**src/hw/rtl/cprc_pkg.sv**
```systemverilog
// ----------------------------------------------------------------------------
// cprc_pkg - shared constants for the convex polygon ray cast
// fixed-point widths, saturation limits and configuration register indexes
// ----------------------------------------------------------------------------
`default_nettype none

package cprc_pkg;

  localparam int UNIT_WIDTH = 18;
  localparam int FRAC_WIDTH = 25;
  localparam int FRAC_MAX   = 16777216;
  localparam int UNIT_MAX   = 65536;
  localparam int BND_WIDTH  = FRAC_WIDTH + 2;

  typedef enum logic [2:0] {
    REG_EDGE_COUNT = 3'd0,
    REG_ROT_COS    = 3'd1,
    REG_ROT_SIN    = 3'd2,
    REG_POS_X      = 3'd3,
    REG_POS_Y      = 3'd4
  } cfg_reg_t;

endpackage

`default_nettype wire

```
**src/hw/rtl/cprc_div.sv**
```systemverilog
// ----------------------------------------------------------------------------
// cprc_div - saturating restoring divider for clip fractions
// one quotient bit per cycle; quotients of 2^25 or more saturate to 2^25
// ----------------------------------------------------------------------------
`default_nettype none

module cprc_div #(
  parameter int N_W = 56,
  parameter int D_W = 40
) (
  input  logic                                clk,
  input  logic                                rst,
  input  logic                                start,
  input  logic [N_W-1:0]                      n_mag,
  input  logic [D_W-1:0]                      d_mag,
  input  logic                                neg,
  output logic                                done,
  output logic signed [cprc_pkg::BND_WIDTH-1:0] quot
);

  localparam int QB    = cprc_pkg::FRAC_WIDTH + 1;
  localparam int SH_W  = (N_W > D_W + QB - 1) ? N_W : D_W + QB - 1;
  localparam int CNT_W = $clog2(QB);

  logic             busy;
  logic [CNT_W-1:0] cnt;
  logic [SH_W-1:0]  rem;
  logic [SH_W-1:0]  dsh;
  logic [QB-1:0]    q;
  logic             qneg;
  logic             ge;
  logic signed [cprc_pkg::BND_WIDTH-1:0] q_ext;

  assign ge    = (rem >= dsh);
  assign q_ext = signed'(cprc_pkg::BND_WIDTH'(q));
  assign quot  = qneg ? -q_ext : q_ext;

  always_ff @(posedge clk) begin
    if (rst) begin
      busy <= 1'b0;
      done <= 1'b0;
    end else begin
      done <= 1'b0;
      if (start) begin
        rem  <= SH_W'(n_mag);
        dsh  <= SH_W'(d_mag) << (QB - 1);
        cnt  <= '0;
        q    <= '0;
        qneg <= neg;
        busy <= 1'b1;
      end else if (busy) begin
        dsh <= dsh >> 1;
        cnt <= cnt + 1'b1;
        if (ge) begin
          rem <= rem - dsh;
        end
        if (cnt == '0 && ge) begin
          // top bit set: quotient out of fraction range, saturate
          q    <= QB'(1) << (QB - 1);
          busy <= 1'b0;
          done <= 1'b1;
        end else begin
          q <= {q[QB-2:0], ge};
          if (cnt == CNT_W'(QB - 1)) begin
            busy <= 1'b0;
            done <= 1'b1;
          end
        end
      end
    end
  end

endmodule

`default_nettype wire

```
**config.mk**
```make
export PLATFORM = sky130hd
export DESIGN_NAME = cprc_div
export DESIGN_NICKNAME = d
export VERILOG_FILES = /design/src/hw/rtl/cprc_pkg.sv /design/src/hw/rtl/cprc_div.sv
export SDC_FILE = /design/constraint.sdc
export NUM_CORES = 1
export LEC_CHECK = 0
export BUFFER_PORTS_ARGS = -buffer_cell sky130_fd_sc_hd__buf_4
export CORE_MARGIN = 1
export CORE_UTILIZATION = 40
export CTS_BUF_LIST = sky130_fd_sc_hd__clkbuf_4 sky130_fd_sc_hd__clkbuf_8
export CTS_CLUSTER_DIAMETER = 60
export DETAILED_ROUTE_END_ITERATION = 8
export GPL_TIMING_DRIVEN = 0
export SETUP_SLACK_MARGIN = 0.02
export SYNTH_ARGS = -nofsm -noshare
export SYNTH_HDL_FRONTEND = slang
export SYNTH_SLANG_ARGS = --single-unit
```
**constraint.sdc**
```tcl
create_clock -name clk -period 7.9 [get_ports clk]
set_clock_uncertainty 0.2 [all_clocks]
set_input_delay 1.185 -clock clk [delete_from_list [all_inputs] [get_ports clk]]
set_output_delay 1.185 -clock clk [all_outputs]
set_load 0.01 [all_outputs]
```
Word-level counts from Yosys, hierarchy flattened:

Cells that the tools add are included.

* mux-type cells: 15
* bitwise logic cells: 2
* reduce and logical (&&, ||, !) cells: 8
* magnitude comparators: 1
* equality and inequality tests: 1
* add/sub/neg operators: 3

Operator list (count)
* 65-bit 2-to-1 mux: 4
* 65-bit >= comparator: 1
* 65-bit subtractor: 1
* 56-bit 2-to-1 mux: 1
* 26-bit 2-to-1 mux: 2
* 27-bit 2-to-1 mux: 1
* 26-bit negation with 27-bit output: 1
* 1-bit 2-to-1 mux: 6
* 5-bit by 1-bit adder with 5-bit output, second input constant: 1
* 5-bit equality test, second input constant: 1
* 5-bit zero test: 1
* 5-bit 2-to-1 mux: 1
* 2-bit AND reduction: 2
* 2-bit nonzero test: 2
* 3-bit AND reduction: 1
* 3-bit OR reduction: 1
* 1-bit inverter: 2
* 1-bit logical AND: 1

* input port bits: 100
* output and inout port bits: 28
* register bits: 164
* word-level logic and storage cells: 39

Depth between registers and ports, before layout:

* depth after elaboration: 5
* gate-level depth with buffers: 13
* gate-level depth less buffers: 12

Worst setup path before layout:

OpenSTA, ideal clock, no wires.

* path kind: input -> register
* from: input start
* to: register rem[0] (enable)
* setup slack: -634 ps
* stages on the path: 5
* arrival time: 7900 ps
* data required time: 7266 ps
* cells stage by stage: clkbuf_1 clkbuf_1 nor2_1 nor2_1 o31a_1

* cells in the longest elaborated chain, start to end: 2
* elaborated cells on any way between the ends: 3

Ends and longest elaborated chain
* from (decl): line cprc_div.sv:13 `input logic start,`
* 2-bit nonzero test (no source line)
* 3-bit AND reduction (no source line) (*)
* to (signal assigned): line cprc_div.sv:45 `rem <= SH_W'(n_mag);`
* to (signal assigned): line cprc_div.sv:55 `rem <= rem - dsh;`
* to (decl): line cprc_div.sv:27 `logic [SH_W-1:0] rem;`

Every way passes the cells marked *; elsewhere a longest branch is shown, timed or not.
A chain may end at the register's enable or synchronous reset.

Final worst setup path:

* from: register rem[3]
* to: register rem[37] (enable)

* cells in the longest elaborated chain, start to end: 3

Ends and longest elaborated chain
* 65-bit >= comparator: line cprc_div.sv:34 `assign ge = (rem >= dsh);`
* 2-bit nonzero test (no source line)
* 3-bit AND reduction (no source line)

No other way between the ends.

==> results.py <==
metrics = {
    "placement": {
        "place.gp.congestion": 0.9044,
        "dp.cells": 1841,
        "port_buffers": 126,
        "dp_hpwl_um": 23930,
        "placed_area_um2": 13180,
    },
    "clock_network": {
        "clockBufferDepth": 2,
        "h-tree-depth": 4,
        "cts_tree": "done",
        "ctsResizeCount": 0,
        "numCtsBuffers": 17,
        "cts_hold_buf": 0,
        "insertion_delay_ns": 0.48,
        "clockRootBuffer": "clkbuf_8",
        "postCtsSetupRepairBufs": 0,
        "cts.clk_slew.worst_paths_ns": 0.11,
        "clock_sinks": 164,
    },
    "logic_synthesis": {
        "synth_area_um2": 11640,
        "synthDominantCellAreaShare_pct": 41.80,
        "postSynthCellCount": 1326,
        "synthAdderAreaFrac_pct": 7.590,
        "synth_most_common_cell": "nand2_1",
        "ys_async_sr_fraction_pct": 0,
        "synth_compound_gate_area_share_pct": 20.65,
        "synth_fp_nets": 1496,
        "ys.warnings.count": 0,
        "synth_xor_area_share_pct": 5.343,
        "synth_top_family_by_area": "compound AO/OA/AOI/OAI gates",
        "synth_area_leaders": "edfxtp_1 42%, ha_1 7.4%, o21ai_0 7.0%, nand2_1 6.6%, xnor2_1 3.8%",
        "synthMuxAreaShare_pct": 0.9460,
        "synth-edff-count": 162,
        "synth_cell_types": 67,
        "yosysTopAreaCell": "edfxtp_1",
        "syn_avg_cell_area_um2": 8.777,
        "ys_seq_elements": 164,
        "synth_simple_gate_area_share_pct": 17.94,
        "yosys_most_used_dff": "edfxtp_1",
        "synth_commonest_cells": "206 x nand2_1, 162 x edfxtp_1, 162 x o21ai_0, 93 x inv_1, 92 x nor2_1",
        "ys_seq_area_share_pct": 42.14,
    },
    "worst_setup_path": {
        "worst_ep_required_time_ns": 7.88,
        "path_cells": "ha_1 -> and3_1 -> o21ai_0 -> a2111oi_2 -> o2111ai_1 -> and3_1 -> o21ai_1 -> o2111ai_1 -> a21oi_1 -> o31a_2 -> buf_12 -> buf_12",
        "cp-end-kind": "flip-flop",
        "cpPeakStageDelay_ns": 0.81,
        "worstSetupPathType": "reg2reg",
        "start_kind": "flip-flop",
        "crit_path_top_delay_cell": "a2111oi_2",
        "worstPathArrival_ns": 5.49,
        "cp_max_fo": 23,
        "ff2ff_setup_slack_ns": 2.39,
    },
    "power_and_ir_drop": {
        "switchingPower_uw": 862.8,
        "leakagePower_nw": 5.526,
        "power.share.clock_pct": 25.1,
        "power.internal_mw": 1.626,
        "power_frac_comb_pct": 31.4,
        "power.total_mw": 2.488,
        "swShare_pct": 34.67,
        "seq_power_share_pct": 43.5,
        "pwr_density_cell_nw_per_um2": 183.5,
        "ir_drop_mv": 0.09781,
    },
    "drt": {
        "final_antenna_net_count": 0,
        "wl_um": 31880,
        "drc": 0,
        "first_pass_iters": 5,
        "via_per_inst": 5.407,
        "drt_iter0_drc": 694,
        "vias": 10130,
        "drt-wirelength-per-cell_um": 17.02,
    },
    "timing": {
        "finalMaxSlewViolations": 0,
        "setup_viol": 0,
        "worst_pin_slew_ns": 1.214,
        "hold_ws_ns": 0.3041,
        "setup_tns_ns": 0,
        "max-slew-margin-rel_pct": 16.95,
        "fmax_mhz": 181.6,
        "layout_worst_path_cycle_share_pct": 69.69,
        "fin_crit_ns": 5.506,
        "grt_setup_unrepaired": "false",
        "hold_viol_final": 0,
    },
    "grt": {
        "grt_pass1_wl_um": 51710,
        "grt_start_max_net_pins": 34,
        "grt_pass1_vias": 9896,
        "grtUsageTotal_pct": 21.65,
        "gr-total-overflow": 0,
        "antenna_found_initial": 0,
    },
    "die": {
        "die_w_um": 172.6,
        "num_rows": 62,
        "fp.dieArea_um2": 29780,
        "core-area_um2": 28630,
        "start_util_pct": 40.66,
        "die_y_um": 172.6,
        "ioPinCount": 128,
    },
    "flow_run": {
        "maxCapViolCount": 0,
    },
    "cells_and_area": {
        "drive_gt1_share_pct": 12.69,
        "finalNetCount": 1646,
        "diodes": 0,
        "instances_no_fill": 1873,
        "final_area_um2": 13560,
        "areaGrowthSynthToFinish_pct": 16.53,
    },
    "hold_path": {
        "min_path_type": "reg2reg",
    },
    "outcome": {
        "status": "complete, no violations",
    },
}
metal layers:
metal / track usage [%] / vias to the layer above / wire length, µm
met5: 0 / - / 0
met4: 5.246 / 0 / 482
met3: 3.518 / 37 / 1257
met2: 34.81 / 222 / 14720
met1: 30.35 / 4830 / 15430
li1: - / 5039 / -
cells by family after synthesis:
group	count (synthesis)
muxes	10
xor gates and xnor gates	71
adders and majority gates	70
buffers and inverters	166
and+or+nand+nor	450
AOI/OAI and AO/OA	395
DFF	164
area by class of cell:
class | instances | area (µm²)
inverter | 94 | 352.8
buffer | 72 | 274.0
clock inverter | 15 | 147.6
fill | 2807 | 15060
sequential | 164 | 4905
multi-input combinational | 996 | 6116
clock buffer | 17 | 234.0
tap | 384 | 480.5
timing repair buffer | 131 | 1054
critical path: cells and delay by family, from the launching register on:
kind / cells / cell delay, ns
and+or+nand+nor: 2 / 0.47
DFF: 1 / 0.40
adders and majority gates: 1 / 0.37
AOI/OAI and AO/OA: 7 / 3.27
buffers and inverters: 2 / 0.48
state kept, by name (all words and copies together) (netlist names):
register / cells
rem: 65
done: 1
busy: 1
q: 26
cnt: 5
dsh: 65
qneg: 1
placed cells by master (no fill, tap or decap), types with 4 or more instances in the layout:
master       n
a2111oi_0    6
a211oi_1     7
a21o_1      47
a21oi_1     84
a311oi_1     5
a31oi_1      9
and2_1       6
and3_1      12
buf_1        5
buf_12       4
buf_4      127
clkbuf_1    66
clkbuf_8    17
clkinv_2     4
edfxtp_1   162
ha_1        69
inv_1       93
inv_6        6
mux2_2       8
nand2_1    206
nand2b_1     7
nand3_1     19
nand4_1     22
nor2_1      91
nor2b_1     37
nor3_1      13
o2111ai_1    6
o211ai_1     7
o21a_1      11
o21ai_0    162
o21bai_1     9
o31ai_1     12
or2_2        4
or3_1        7
or4_1        5
xnor2_1     50
xor2_1      21
power by group through the flow:
| stage | clock (mW) | sequential, mW | combinational (mW) |
|---|---|---|---|
| 3_5_place_dp | 0 | 1.10 | 0.772 |
| 4_1_cts | 0.638 | 1.08 | 0.777 |
| 6_report | 0.626 | 1.08 | 0.780 |
| 3_3_place_gp | 0 | 1.11 | 0.754 |
| 5_1_grt | 0.666 | 1.09 | 0.872 |
| 2_1_floorplan | 0 | 1.10 | 0.536 |
stage by stage:
| stage | worst slack [ns] | utilization, % |
|---|---|---|
| finish | 2.394 | 47.38 |
| global route | 2.104 | 47.38 |
| CTS | 2.367 | 47.38 |
| detailed placement | 2.408 | 46.05 |
| global placement | -1.895 | 45.65 |
| floorplan | 1.035 | - |
path summary, 6_finish.rpt:
kind,startpoint,end,cells after the start
worst max-delay path,rem[3],rem[37],12
worst min-delay path,busy,done,2
worst min register to register,busy,done,2
worst max register to register,rem[3],rem[37],12
Note: power is estimated with default switching activity, not from simulation.
